### config.mk
export PLATFORM = sky130hd
export DESIGN_NAME = wind_fingering_cc_to_pitch_dac_flat
export DESIGN_NICKNAME = d
export VERILOG_FILES = /design/src/sv/wfcc_pkg.sv /design/src/sv/wfcc_if.sv /design/src/sv/wfcc_regs.sv /design/src/sv/wfcc_calc.sv /design/src/sv/wind_fingering_cc_to_pitch_dac.sv /design/src/flat_wrapper.sv
export SDC_FILE = /design/constraint.sdc
export NUM_CORES = 1
export LEC_CHECK = 0
export BUFFER_PORTS_ARGS = -buffer_cell sky130_fd_sc_hd__buf_2
export CORE_MARGIN = 3
export CORE_UTILIZATION = 40
export CTS_BUF_LIST = sky130_fd_sc_hd__clkbuf_4
export CTS_CLUSTER_DIAMETER = 50
export DETAILED_ROUTE_END_ITERATION = 16
export GPL_ROUTABILITY_DRIVEN = 1
export PLACE_DENSITY = 0.54
export REMOVE_ABC_BUFFERS = 1
export SLEW_MARGIN = 20
export SYNTH_ARGS = -nofsm -noshare
export SYNTH_HDL_FRONTEND = slang
export SYNTH_SLANG_ARGS = --single-unit
### constraint.sdc
create_clock -name clk -period 19.1 [get_ports clk]
set_input_delay 3.82 -clock clk [delete_from_list [all_inputs] [get_ports clk]]
set_output_delay 3.82 -clock clk [all_outputs]
set_load 0.005 [all_outputs]
### src/sv/wfcc_pkg.sv
// Shared types and constants for the woodwind fingering to DAC block.
`default_nettype none
package wfcc_pkg;

    localparam int NUM_FINGERS = 11;

    // Control change numbers
    localparam logic [6:0] CTRL_VOLUME       = 7'd7;
    localparam logic [6:0] CTRL_BREATH_HI    = 7'd30;
    localparam logic [6:0] CTRL_BREATH_LO    = 7'd31;
    localparam logic [6:0] CTRL_FINGER_FIRST = 7'd42;
    localparam logic [6:0] CTRL_FINGER_LAST  = 7'd63;
    localparam logic [6:0] CTRL_LED_KEY0     = 7'd43;
    localparam logic [6:0] CTRL_LED_KEY1     = 7'd45;
    localparam logic [6:0] CTRL_OCTAVE_DOWN  = 7'd70;
    localparam logic [6:0] CTRL_OCTAVE_UP    = 7'd72;

    // Octave settings in semitones
    localparam logic [4:0] OCTAVE_LOW  = 5'd0;
    localparam logic [4:0] OCTAVE_MID  = 5'd12;
    localparam logic [4:0] OCTAVE_HIGH = 5'd24;

    // LED bit positions
    localparam int LED_OCT_DOWN = 0;
    localparam int LED_OCT_UP   = 1;
    localparam int LED_KEY1     = 2;
    localparam int LED_KEY0     = 3;

    // Configuration register indexes
    localparam logic [1:0] REG_PITCH_OFFSET    = 2'd0;
    localparam logic [1:0] REG_TOUCH_THRESHOLD = 2'd1;
    localparam logic [1:0] REG_LED_THRESHOLD   = 2'd2;

    localparam logic [13:0] TOUCH_THRESHOLD_RESET = 14'd30;
    localparam logic [13:0] LED_THRESHOLD_RESET   = 14'd20;

    // DAC channels
    localparam logic [1:0] CHAN_PITCH  = 2'd0;
    localparam logic [1:0] CHAN_BREATH = 2'd1;

    // pitch*5478/10 = pitch*547 + floor(4*pitch/5); x/5 = (x*205)>>10 for x < 1024
    localparam logic [9:0] PITCH_STEP_INT = 10'd547;
    localparam logic [7:0] DIV5_RECIP     = 8'd205;

    typedef struct packed {
        logic [6:0]  pitch_offset;
        logic [13:0] touch_threshold;
        logic [13:0] led_threshold;
    } cfg_t;

    typedef struct packed {
        logic [NUM_FINGERS-1:0][6:0] finger_hi;
        logic [NUM_FINGERS-1:0][6:0] finger_lo;
        logic [6:0]                  breath_hi;
        logic [6:0]                  breath_lo;
        logic [4:0]                  octave;
        logic [6:0]                  volume;
        logic [3:0]                  led;
    } state_t;

    typedef struct packed {
        logic        dac_write;
        logic [1:0]  dac_channel;
        logic [15:0] dac_value;
        logic [3:0]  led_state;
        logic [6:0]  volume;
    } result_t;

endpackage
`default_nettype wire

### src/sv/wfcc_if.sv
// Valid/ready channel interfaces for control-change requests and DAC results.
`default_nettype none
interface wfcc_ctrl_if;
    logic       valid;
    logic       ready;
    logic [6:0] ctrl_number;
    logic [6:0] ctrl_value;

    modport source (output valid, output ctrl_number, output ctrl_value, input ready);
    modport sink   (input valid, input ctrl_number, input ctrl_value, output ready);
endinterface

interface wfcc_dac_if;
    logic        valid;
    logic        ready;
    logic        dac_write;
    logic [1:0]  dac_channel;
    logic [15:0] dac_value;
    logic [3:0]  led_state;
    logic [6:0]  volume;

    modport source (output valid, output dac_write, output dac_channel, output dac_value,
                    output led_state, output volume, input ready);
    modport sink   (input valid, input dac_write, input dac_channel, input dac_value,
                    input led_state, input volume, output ready);
endinterface
`default_nettype wire

### src/sv/wfcc_regs.sv
// Configuration registers and controller state (sensor halves, breath, octave, volume, LEDs).
`default_nettype none
module wfcc_regs (
    input  wire logic            clk,
    input  wire logic            rst_n,
    input  wire logic            cfg_we,
    input  wire logic [1:0]      cfg_index,
    input  wire logic [13:0]     cfg_data,
    input  wire logic            update,
    input  wire wfcc_pkg::state_t state_next,
    output wfcc_pkg::cfg_t       cfg,
    output wfcc_pkg::state_t     state
);

    wfcc_pkg::cfg_t   cfg_reg;
    wfcc_pkg::state_t state_reg;

    // Configuration writes
    always_ff @(posedge clk or negedge rst_n)
    begin
        if (!rst_n)
        begin
            cfg_reg.pitch_offset    <= 7'd0;
            cfg_reg.touch_threshold <= wfcc_pkg::TOUCH_THRESHOLD_RESET;
            cfg_reg.led_threshold   <= wfcc_pkg::LED_THRESHOLD_RESET;
        end
        else if (cfg_we)
        begin
            case (cfg_index)
                wfcc_pkg::REG_PITCH_OFFSET:    cfg_reg.pitch_offset    <= cfg_data[6:0];
                wfcc_pkg::REG_TOUCH_THRESHOLD: cfg_reg.touch_threshold <= cfg_data;
                wfcc_pkg::REG_LED_THRESHOLD:   cfg_reg.led_threshold   <= cfg_data;
                default: ;
            endcase
        end
    end

    // Controller state, committed once per request
    always_ff @(posedge clk or negedge rst_n)
    begin
        if (!rst_n)
        begin
            state_reg.finger_hi <= '0;
            state_reg.finger_lo <= '0;
            state_reg.breath_hi <= '0;
            state_reg.breath_lo <= '0;
            state_reg.octave    <= wfcc_pkg::OCTAVE_MID;
            state_reg.volume    <= '0;
            state_reg.led       <= '0;
        end
        else if (update)
        begin
            state_reg <= state_next;
        end
    end

    assign cfg   = cfg_reg;
    assign state = state_reg;

endmodule
`default_nettype wire

### src/sv/wfcc_calc.sv
// Per-request datapath: state update, fingering to pitch, DAC scaling, breath scaling, LEDs.
`default_nettype none
module wfcc_calc (
    input  wire logic             [6:0] ctrl_number,
    input  wire logic             [6:0] ctrl_value,
    input  wire wfcc_pkg::cfg_t         cfg,
    input  wire wfcc_pkg::state_t       state,
    output wfcc_pkg::state_t            state_next,
    output wfcc_pkg::result_t           result
);

    wfcc_pkg::state_t            nxt;
    logic [6:0]                  finger_rel;
    logic [3:0]                  finger_idx;
    logic [wfcc_pkg::NUM_FINGERS-1:0] f;
    logic [13:0]                 sensor0;
    logic [13:0]                 sensor1;
    logic [4:0]                  neg_sum;
    logic [1:0]                  pos_sum;
    logic signed [8:0]           pitch;
    logic [6:0]                  pitch_pos;
    logic [16:0]                 pitch_int;
    logic [16:0]                 frac_prod;
    logic [15:0]                 pitch_dac;
    logic [13:0]                 breath;
    logic [18:0]                 breath_prod;
    logic [15:0]                 breath_dac;
    logic                        is_finger;
    logic                        is_breath;
    logic                        is_octave;

    assign finger_rel = ctrl_number - wfcc_pkg::CTRL_FINGER_FIRST;
    assign finger_idx = finger_rel[4:1];
    assign is_finger  = ctrl_number inside {[wfcc_pkg::CTRL_FINGER_FIRST:
                                              wfcc_pkg::CTRL_FINGER_LAST]};
    assign is_breath  = ctrl_number inside {wfcc_pkg::CTRL_BREATH_HI, wfcc_pkg::CTRL_BREATH_LO};
    assign is_octave  = ctrl_number inside {wfcc_pkg::CTRL_OCTAVE_DOWN,
                                             wfcc_pkg::CTRL_OCTAVE_UP};

    // Register writes selected by control number
    always_comb
    begin
        nxt = state;
        if (is_finger)
        begin
            if (ctrl_number[0])
                nxt.finger_lo[finger_idx] = ctrl_value;
            else
                nxt.finger_hi[finger_idx] = ctrl_value;
        end
        case (ctrl_number)
            wfcc_pkg::CTRL_BREATH_HI: nxt.breath_hi = ctrl_value;
            wfcc_pkg::CTRL_BREATH_LO: nxt.breath_lo = ctrl_value;
            wfcc_pkg::CTRL_VOLUME:    nxt.volume    = ctrl_value;
            wfcc_pkg::CTRL_OCTAVE_DOWN:
            begin
                nxt.octave = (ctrl_value != 7'd0) ? wfcc_pkg::OCTAVE_LOW : wfcc_pkg::OCTAVE_MID;
                nxt.led[wfcc_pkg::LED_OCT_DOWN] = (ctrl_value != 7'd0);
            end
            wfcc_pkg::CTRL_OCTAVE_UP:
            begin
                nxt.octave = (ctrl_value != 7'd0) ? wfcc_pkg::OCTAVE_HIGH : wfcc_pkg::OCTAVE_MID;
                nxt.led[wfcc_pkg::LED_OCT_UP] = (ctrl_value != 7'd0);
            end
            wfcc_pkg::CTRL_LED_KEY0: nxt.led[wfcc_pkg::LED_KEY0] = (sensor0 > cfg.led_threshold);
            wfcc_pkg::CTRL_LED_KEY1: nxt.led[wfcc_pkg::LED_KEY1] = (sensor1 > cfg.led_threshold);
            default: ;
        endcase
    end

    // LED sensors read from the freshly written halves
    always_comb
    begin
        sensor0 = state.finger_hi[0] << 7 | 14'(state.finger_lo[0]);
        sensor1 = state.finger_hi[1] << 7 | 14'(state.finger_lo[1]);
        if (is_finger && finger_idx == 4'd0)
        begin
            sensor0 = ctrl_number[0] ? {state.finger_hi[0], ctrl_value}
                                     : {ctrl_value, state.finger_lo[0]};
        end
        if (is_finger && finger_idx == 4'd1)
        begin
            sensor1 = ctrl_number[0] ? {state.finger_hi[1], ctrl_value}
                                     : {ctrl_value, state.finger_lo[1]};
        end
    end

    // Closed keys
    always_comb
    begin
        for (int k = 0; k < wfcc_pkg::NUM_FINGERS; k++)
        begin
            f[k] = {nxt.finger_hi[k], nxt.finger_lo[k]} > cfg.touch_threshold;
        end
    end

    // Fingering rules; side key (finger 5) is ignored
    assign neg_sum = {3'd0, f[0], 1'b0} + 5'(f[1]) + 5'(f[1] & f[0]) + {3'd0, f[2], 1'b0}
                   + 5'(f[6]) + 5'(f[6] & f[1]) + 5'(f[7]) + 5'(f[8]) + 5'(f[8] & f[7])
                   + {3'd0, f[4], 1'b0} + {3'd0, f[10], 1'b0};
    assign pos_sum = 2'(f[3]) + 2'(f[9]);
    assign pitch   = 9'sd1 + $signed({{2{cfg.pitch_offset[6]}}, cfg.pitch_offset})
                   + $signed({4'd0, nxt.octave}) + $signed({7'd0, pos_sum})
                   - $signed({4'd0, neg_sum});

    // floor(pitch * 5478 / 10), zero for non-positive pitch
    assign pitch_pos = (pitch > 9'sd0) ? pitch[6:0] : 7'd0;
    assign pitch_int = 17'(pitch_pos) * 17'(wfcc_pkg::PITCH_STEP_INT);
    assign frac_prod = 17'({pitch_pos, 2'b00}) * 17'(wfcc_pkg::DIV5_RECIP);
    assign pitch_dac = pitch_int[15:0] + {9'd0, frac_prod[16:10]};

    // Breath times 20, saturated
    assign breath      = {nxt.breath_hi, nxt.breath_lo};
    assign breath_prod = ({5'd0, breath} << 4) + ({5'd0, breath} << 2);
    assign breath_dac  = (breath_prod[18:16] != 3'd0) ? 16'hFFFF : breath_prod[15:0];

    // Result
    always_comb
    begin
        result           = '0;
        result.led_state = nxt.led;
        result.volume    = nxt.volume;
        if (is_finger || is_octave)
        begin
            result.dac_write   = 1'b1;
            result.dac_channel = wfcc_pkg::CHAN_PITCH;
            result.dac_value   = pitch_dac;
        end
        else if (is_breath)
        begin
            result.dac_write   = 1'b1;
            result.dac_channel = wfcc_pkg::CHAN_BREATH;
            result.dac_value   = breath_dac;
        end
    end

    assign state_next = nxt;

endmodule
`default_nettype wire

### src/sv/wind_fingering_cc_to_pitch_dac.sv
// Top level: control-change requests in, DAC write results out.
//
// Each accepted control-change request yields exactly one result: it is first
// held in the request register, then the state update, fingering-to-pitch and
// DAC scaling logic settle into the result register.
// A new request is taken every cycle while results are drained; the request
// register keeps accepting while a finished result waits, and ready drops
// only once both the request and result registers are full. Configuration
// writes (pitch offset, touch and LED thresholds) take effect on the next
// clock and should be issued only while no request is in flight.
`default_nettype none
module wind_fingering_cc_to_pitch_dac (
    input  wire logic        clk,
    input  wire logic        rst_n,
    wfcc_ctrl_if.sink        ctrl,
    wfcc_dac_if.source       dac,
    input  wire logic        cfg_we,
    input  wire logic [1:0]  cfg_index,
    input  wire logic [13:0] cfg_data
);

    logic              req_valid_reg;
    logic [6:0]        req_number_reg;
    logic [6:0]        req_value_reg;
    logic              res_valid_reg;
    wfcc_pkg::result_t res_reg;
    wfcc_pkg::result_t res_next;
    wfcc_pkg::cfg_t    cfg;
    wfcc_pkg::state_t  state;
    wfcc_pkg::state_t  state_next;
    logic              advance;
    logic              ctrl_accept;

    // Request moves to the result register when that register is free or draining
    assign advance     = req_valid_reg && (!res_valid_reg || dac.ready);
    assign ctrl.ready  = !req_valid_reg || advance;
    assign ctrl_accept = ctrl.valid && ctrl.ready;

    // Request register
    always_ff @(posedge clk or negedge rst_n)
    begin
        if (!rst_n)
            req_valid_reg <= 1'b0;
        else if (ctrl.ready)
            req_valid_reg <= ctrl.valid;
    end

    always_ff @(posedge clk)
    begin
        if (ctrl_accept)
        begin
            req_number_reg <= ctrl.ctrl_number;
            req_value_reg  <= ctrl.ctrl_value;
        end
    end

    wfcc_regs u_regs (
        .clk        (clk),
        .rst_n      (rst_n),
        .cfg_we     (cfg_we),
        .cfg_index  (cfg_index),
        .cfg_data   (cfg_data),
        .update     (advance),
        .state_next (state_next),
        .cfg        (cfg),
        .state      (state)
    );

    wfcc_calc u_calc (
        .ctrl_number (req_number_reg),
        .ctrl_value  (req_value_reg),
        .cfg         (cfg),
        .state       (state),
        .state_next  (state_next),
        .result      (res_next)
    );

    // Result register
    always_ff @(posedge clk or negedge rst_n)
    begin
        if (!rst_n)
            res_valid_reg <= 1'b0;
        else if (advance)
            res_valid_reg <= 1'b1;
        else if (dac.ready)
            res_valid_reg <= 1'b0;
    end

    always_ff @(posedge clk)
    begin
        if (advance)
            res_reg <= res_next;
    end

    assign dac.valid       = res_valid_reg;
    assign dac.dac_write   = res_reg.dac_write;
    assign dac.dac_channel = res_reg.dac_channel;
    assign dac.dac_value   = res_reg.dac_value;
    assign dac.led_state   = res_reg.led_state;
    assign dac.volume      = res_reg.volume;

endmodule
`default_nettype wire
### src/flat_wrapper.sv
// flat-port wrapper written by rule: the top's interface ports become plain ports
module wind_fingering_cc_to_pitch_dac_flat 
  (clk, rst_n, cfg_we, cfg_index, cfg_data, ctrl_valid, ctrl_ctrl_number, ctrl_ctrl_value, ctrl_ready, dac_valid, dac_dac_write, dac_dac_channel, dac_dac_value, dac_led_state, dac_volume, dac_ready);
  wfcc_ctrl_if ctrl_i ();
  wfcc_dac_if dac_i ();
  input  wire logic clk;
  input  wire logic rst_n;
  input  wire logic cfg_we;
  input  wire logic [1:0] cfg_index;
  input  wire logic [13:0] cfg_data;
  input wire logic [$bits(ctrl_i.valid)-1:0] ctrl_valid;
  input wire logic [$bits(ctrl_i.ctrl_number)-1:0] ctrl_ctrl_number;
  input wire logic [$bits(ctrl_i.ctrl_value)-1:0] ctrl_ctrl_value;
  output wire logic [$bits(ctrl_i.ready)-1:0] ctrl_ready;
  output wire logic [$bits(dac_i.valid)-1:0] dac_valid;
  output wire logic [$bits(dac_i.dac_write)-1:0] dac_dac_write;
  output wire logic [$bits(dac_i.dac_channel)-1:0] dac_dac_channel;
  output wire logic [$bits(dac_i.dac_value)-1:0] dac_dac_value;
  output wire logic [$bits(dac_i.led_state)-1:0] dac_led_state;
  output wire logic [$bits(dac_i.volume)-1:0] dac_volume;
  input wire logic [$bits(dac_i.ready)-1:0] dac_ready;
  assign ctrl_i.valid = ctrl_valid;
  assign ctrl_i.ctrl_number = ctrl_ctrl_number;
  assign ctrl_i.ctrl_value = ctrl_ctrl_value;
  assign ctrl_ready = ctrl_i.ready;
  assign dac_valid = dac_i.valid;
  assign dac_dac_write = dac_i.dac_write;
  assign dac_dac_channel = dac_i.dac_channel;
  assign dac_dac_value = dac_i.dac_value;
  assign dac_led_state = dac_i.led_state;
  assign dac_volume = dac_i.volume;
  assign dac_i.ready = dac_ready;
  wind_fingering_cc_to_pitch_dac u_core (.clk(clk), .rst_n(rst_n), .ctrl(ctrl_i), .dac(dac_i), .cfg_we(cfg_we), .cfg_index(cfg_index), .cfg_data(cfg_data));
endmodule
======== Word level (Yosys, flattened, before mapping) ========
Cells that the tools add are included.
word-level totals
  bits in registers ....................... 265
  bits in latches ......................... 0
  RAM bits ................................ 0
  ROM bits ................................ 0
  input bits .............................. 35
  logic and storage cells ................. 142
  memories ................................ 0
operators by class
  add/subtract/negate cells ............... 18
  multipliers ............................. 2
  div/mod/pow operators ................... 0
  magnitude comparators ................... 17
  eq/ne operators ......................... 10
  shift operators ......................... 0
  muxes and demuxes ....................... 27
  bitwise logic cells ..................... 6
  reduce and logical (&&, ||, !) cells .... 23
operator list
  cell                   number
  $gt 14x14->1           12
  $bwmux 77              2
  $mux 154               1
  $mux 77                2
  $mux 14                4
  $mux 7                 5
  $mux 16                2
  $demux 7 s4            1
  $or 14x7->14           2
  $add 5x1->5            5
  $add 18x16->19         1
  $mux 19                1
  $add 16x7->16          1
  $mul 7x10->16 const B  1
  $mul 7x8->15 const B   1
  $eq 7x5->1 const B     2
  $eq 7x6->1 const B     2
  $eq 7x7->1 const B     2
  $add 5x2->5            2
  $pmux 5 s2             1
  $add 8x6->9            1
  $add 9x3->9            1
  $gt 9x1->1 const B     1
  $sub 9x6->9            1
  29 further kinds       49

======== Depth between registers and ports, before layout ========
  word-level depth ........................ 25
  depth in mapped cells ................... 63
  gate-level depth less buffers ........... 61

======== Hierarchy ========
Synthesis repeated with hierarchy kept, for this count alone.
second synthesis, totals
  cell total of the unflattened synthesis .. 1738
  area, all modules ....................... 19726.4 µm²
modules (own cells, without submodules)
  module                          instances  cells an instance  area each (µm²)
  wfcc_calc                       1          1223               10187.3
  wfcc_regs                       1          463                8114.0
  wind_fingering_cc_to_pitch_dac  1          52                 1425.1

======== Worst setup path before layout ========
No wires, ideal clock.
  kind .................................... flip-flop to flip-flop
  start ................................... reg u_core.req_number_reg[2]
  end ..................................... reg u_core.res_reg (netlist bit u_core.dac.dac_value[15]) (data pin)
  library setup time ...................... 0.268 ns
  arrival time ............................ 13.819 ns
  slack ................................... 5.013 ns
  stages on the path, launching flop included .. 64
  buffers on the path ..................... 2
  clock period less this slack ............ 14.087 ns
  cells stage by stage .................... edfxtp_1 -> buf_2 -> o21ai_1 -> a21oi_1 -> nand2b_1 -> clkbuf_1 -> nor3_2 -> mux2_2 -> ha_1 -> a21o_1 -> a21o_1 -> a21o_1 -> a21oi_1 -> o21ai_0 -> a221oi_1 -> a41oi_1 -> and2_1 -> fa_1 -> [28 not listed] -> o21a_1 -> nor2_1 -> o21ba_1 -> xnor2_1 -> ha_1 -> inv_1 -> fa_1 -> fa_1 -> inv_1 -> ha_1 -> o21ai_0 -> o211a_1 -> o31a_1 -> nor3_1 -> a31o_2 -> maj3_1 -> xnor2_1 -> o21ai_1
RTL lines
  what                    line                                  RTL
  from (decl)             wind_fingering_cc_to_pitch_dac.sv:23  logic [6:0] req_number_reg;
  from (signal assigned)  wind_fingering_cc_to_pitch_dac.sv:52  req_number_reg <= ctrl.ctrl_number;
  to (signal assigned)    wind_fingering_cc_to_pitch_dac.sv:92  res_reg <= res_next;
  to (decl)               wind_fingering_cc_to_pitch_dac.sv:26  wfcc_pkg::result_t res_reg;

==> flow_metrics.py <==
metrics = {
    "synthesis": {
        "synth-adder-area-share": 0.2053,
        "synthMuxAreaShare": 0.1304,
        "synth_top_family_by_area": "adder cells",
        "synthCells": 1995,
        "synth_compound_area_frac": 0.08878,
        "yosysWarnings": 0,
        "synthSimpleGateAreaFrac": 0.1773,
        "synth_ff_type": "dfrtp_1",
        "ys_types": 74,
        "synth-xor-area-share": 0.01395,
        "synthArstFlopShare": 0.8280,
        "seq_area_frac_synth": 0.3440,
        "syn-cell-area_sq_um": 18840,
        "syn_area_per_cell_sq_um": 9.445,
        "synth_edf_count": 43,
        "synth_seq_cells": 250,
    },
    "clock_network": {
        "cts_setup_buffers": 0,
        "clk_pin_slew_ns": 0.07,
        "cts.repair.resized": 0,
        "clock-sinks": 250,
        "cts_root_buffer": "clkbuf_4",
        "ctsHoldBuffers": 0,
        "clockBufferDepth": 3,
        "cts_max_level": 3,
        "worstSkewPairLatency_ns": 0.80,
        "cts_made_buffers": 75,
        "cts_tree": "built",
    },
    "sta": {
        "relSlewSlack": 0.3122,
        "fin_worst_skew_ns": 0.05823,
        "fmax_mhz": 64.26,
        "fin_setup_tns_ns": 0,
        "fin_crit_ns": 15.56,
        "setup_viol": 0,
        "rsz0062_at_grt": "false",
        "finalMaxSlewViolations": 0,
        "tightest_slew_ns": 1.030,
        "finalCritPeriodShare": 0.8147,
        "hold_viol": 0,
    },
    "worst_setup_path": {
        "cp_common_cell": "fa_1",
        "crit_path_max_fanout": 12,
        "critical_path_required_ns": 19.60,
        "cp-startpoint": "u_core.req_number_reg[1]$_DFFE_PP_",
        "crit_slowest_cell": "edfxtp_1",
        "crit_path_end": "u_core.dac.dac_value[15]$_DFFE_PP_",
        "rr_endpoint": "u_core.dac.dac_value[15]$_DFFE_PP_",
        "timing.rr.start": "u_core.req_number_reg[1]$_DFFE_PP_",
        "cp.arrival_ns": 16.06,
        "reg2reg_depth": 61,
        "critical_path_class": "reg -> reg",
        "crit_path_start_kind": "flip-flop",
        "cp_slowest_stage_delay_ns": 0.57,
        "critPathCaptureType": "flip-flop",
        "reg2reg_slack_ns": 3.54,
    },
    "floorplan": {
        "coreArea_sq_um": 45970,
        "initial_utilization": 0.4099,
        "dieArea_sq_um": 49740,
        "die_w_um": 223.0,
        "die_h_um": 223.0,
        "rows": 78,
        "ios": 67,
    },
    "global_routing": {
        "overflow": 0,
        "grt_start_max_net_pins": 90,
        "antenna_found_initial": 1,
        "grt_usage": 0.2081,
        "grt_pass1_wl_um": 81920,
        "grt_pass1_vias": 14791,
    },
    "detailed_routing": {
        "via_count": 14570,
        "dr.pass1.iters": 7,
        "via_per_inst": 5.327,
        "drt_iter0_drc": 727,
        "drt_wl_total_um": 50900,
        "final_antenna_net_count": 0,
        "wl_per_cell_um": 18.61,
        "drc": 0,
    },
    "final_layout": {
        "fin_area_sq_um": 20760,
        "final_nets": 2404,
        "area_growth_pct": 10.21,
        "largest_reg_flops": 170,
        "final_util": 0.4517,
        "seqCellArea_sq_um": 6481,
        "num-fill-cells": 4461,
        "drive_gt1_frac": 0.1982,
        "multi_input_area_sq_um": 11610,
    },
    "pwr": {
        "power.density_nw_per_um2": 169.7,
        "leakagePower_nw": 10.87,
        "ir_drop_mv": 0.4515,
    },
    "run": {
        "cap_viol_max_count": 0,
    },
    "placed_design": {
        "gp_congestion": 0.8294,
        "port_buffers": 65,
        "place_area_sq_um": 19770,
        "dp_hpwl_um": 34800,
    },
    "status": {
        "status": "finished clean",
    },
    "min_path": {
        "min_path_type": "reg -> reg",
    },
}
==> kinds of logic (layout without fill, tap and decap cells) <==
kind of cell             after synthesis  count (layout)
adder cells (fa/ha/maj)              292             292
XOR/XNOR                              30              30
buffers and inverters                194             333
multiplexers                         220             220
AND/OR/NAND/NOR                      758             758
AO/OA/AOI/OAI                        250             250
other                                  1               2
flip-flops                           250             250
==> Yosys cell counts, types with 13 or more instances <==
library cell | instances | share of area
ha_1 | 262 | 0.17
edfxtp_1 | 43 | 0.069
o21ai_0 | 58 | 0.015
mux2_2 | 181 | 0.11
nand2_1 | 483 | 0.096
nand4_1 | 28 | 0.0093
mux2i_1 | 16 | 0.0085
a21oi_1 | 54 | 0.014
nor3_1 | 21 | 0.0056
clkbuf_1 | 56 | 0.011
nand2b_1 | 20 | 0.0066
fa_1 | 29 | 0.031
o21a_1 | 23 | 0.0092
nor2_1 | 102 | 0.020
xnor2_1 | 22 | 0.010
mux2_1 | 23 | 0.014
dfrtp_1 | 199 | 0.26
a21o_1 | 30 | 0.012
nand3_1 | 15 | 0.0040
and2_1 | 13 | 0.0043
nor2b_1 | 25 | 0.0083
inv_1 | 111 | 0.022
==> layout by cell type, fill, tap and decap left out, types with 28 or more instances in the layout <==
| cell type | netlist | routed |
|---|---|---|
| ha_1 | 262 | 262 |
| nand4_1 | 28 | 28 |
| fa_1 | 29 | 29 |
| buf_2 | 9 | 64 |
| clkbuf_4 | 0 | 117 |
| inv_1 | 111 | 111 |
| nor2_1 | 102 | 102 |
| dfrtp_1 | 199 | 199 |
| nand2_1 | 483 | 482 |
| edfxtp_1 | 43 | 43 |
| a21oi_1 | 54 | 54 |
| mux2_2 | 181 | 181 |
| o21ai_0 | 58 | 58 |
| a21o_1 | 30 | 30 |
==> where the power goes <==
group          internal [mW]  leakage [nW]  switching, mW
clock network          0.303         0.597          0.244
logic                  0.950          7.12           1.30
registers              0.671          3.15         0.0557
==> metrics by stage <==
step                instances  setup slack (ns)  total power [mW]  hold slack [ns]
floorplan                1915             4.667             2.378           0.4401
global placement         2601             3.784             2.977           0.4514
detailed placement       2601             3.544             3.010           0.4568
CTS                      2734             3.506             3.586           0.4711
global route             2735             2.496             3.966           0.4871
finish                   2735             3.539             3.524           0.4676
==> worst min path at each step <==
stage / startpoint / end / slack (ns) / cells after the start
2_1_floorplan: u_core.u_regs.state[10]$_DFFE_PN0P_ / u_core.u_regs.state[10]$_DFFE_PN0P_ / 0.44 / 2
3_5_place_dp: u_core.u_regs.state[10]$_DFFE_PN0P_ / u_core.u_regs.state[10]$_DFFE_PN0P_ / 0.46 / 2
4_1_cts: u_core.u_regs.state[162]$_DFFE_PN0P_ / u_core.u_regs.state[162]$_DFFE_PN0P_ / 0.47 / 2
6_report: u_core.u_regs.state[158]$_DFFE_PN0P_ / u_core.u_regs.state[158]$_DFFE_PN0P_ / 0.47 / 2
3_3_place_gp: u_core.u_regs.state[169]$_DFFE_PN0P_ / u_core.u_regs.state[169]$_DFFE_PN0P_ / 0.45 / 2
5_1_grt: u_core.u_regs.state[83]$_DFFE_PN0P_ / u_core.u_regs.state[83]$_DFFE_PN0P_ / 0.49 / 2
==> cell type report <==
cell class / instances / area share
clock buffers: 117 / 0.04230
inverters: 114 / 0.02085
flip-flops and latches: 250 / 0.3121
well taps: 600 / 0.03615
diodes: 1 / 0.0001205
repair buffers: 86 / 0.02374
clock inverters: 16 / 0.005423
multi-input cells: 1551 / 0.5593
==> routing by layer <==
layer / part of all wire / vias up / GRT usage
met4: 0.022 / 0 / 0.07075
met5: 0 / - / 0
met1: 0.46 / 7085 / 0.2779
li1: - / 7137 / -
met2: 0.47 / 278 / 0.3409
met3: 0.047 / 70 / 0.03763
==> worst max-delay path, delay by kind of cell, from the launching register on <==
family,cells,cell delay [ns]
simple gates,11,2.67
flops,1,0.57
compound gates,19,3.75
mux,1,0.41
buf+inv,9,0.52
xor+xnor,3,0.34
fa+ha+maj,18,6.99
Power figures use the tool's default switching activity.
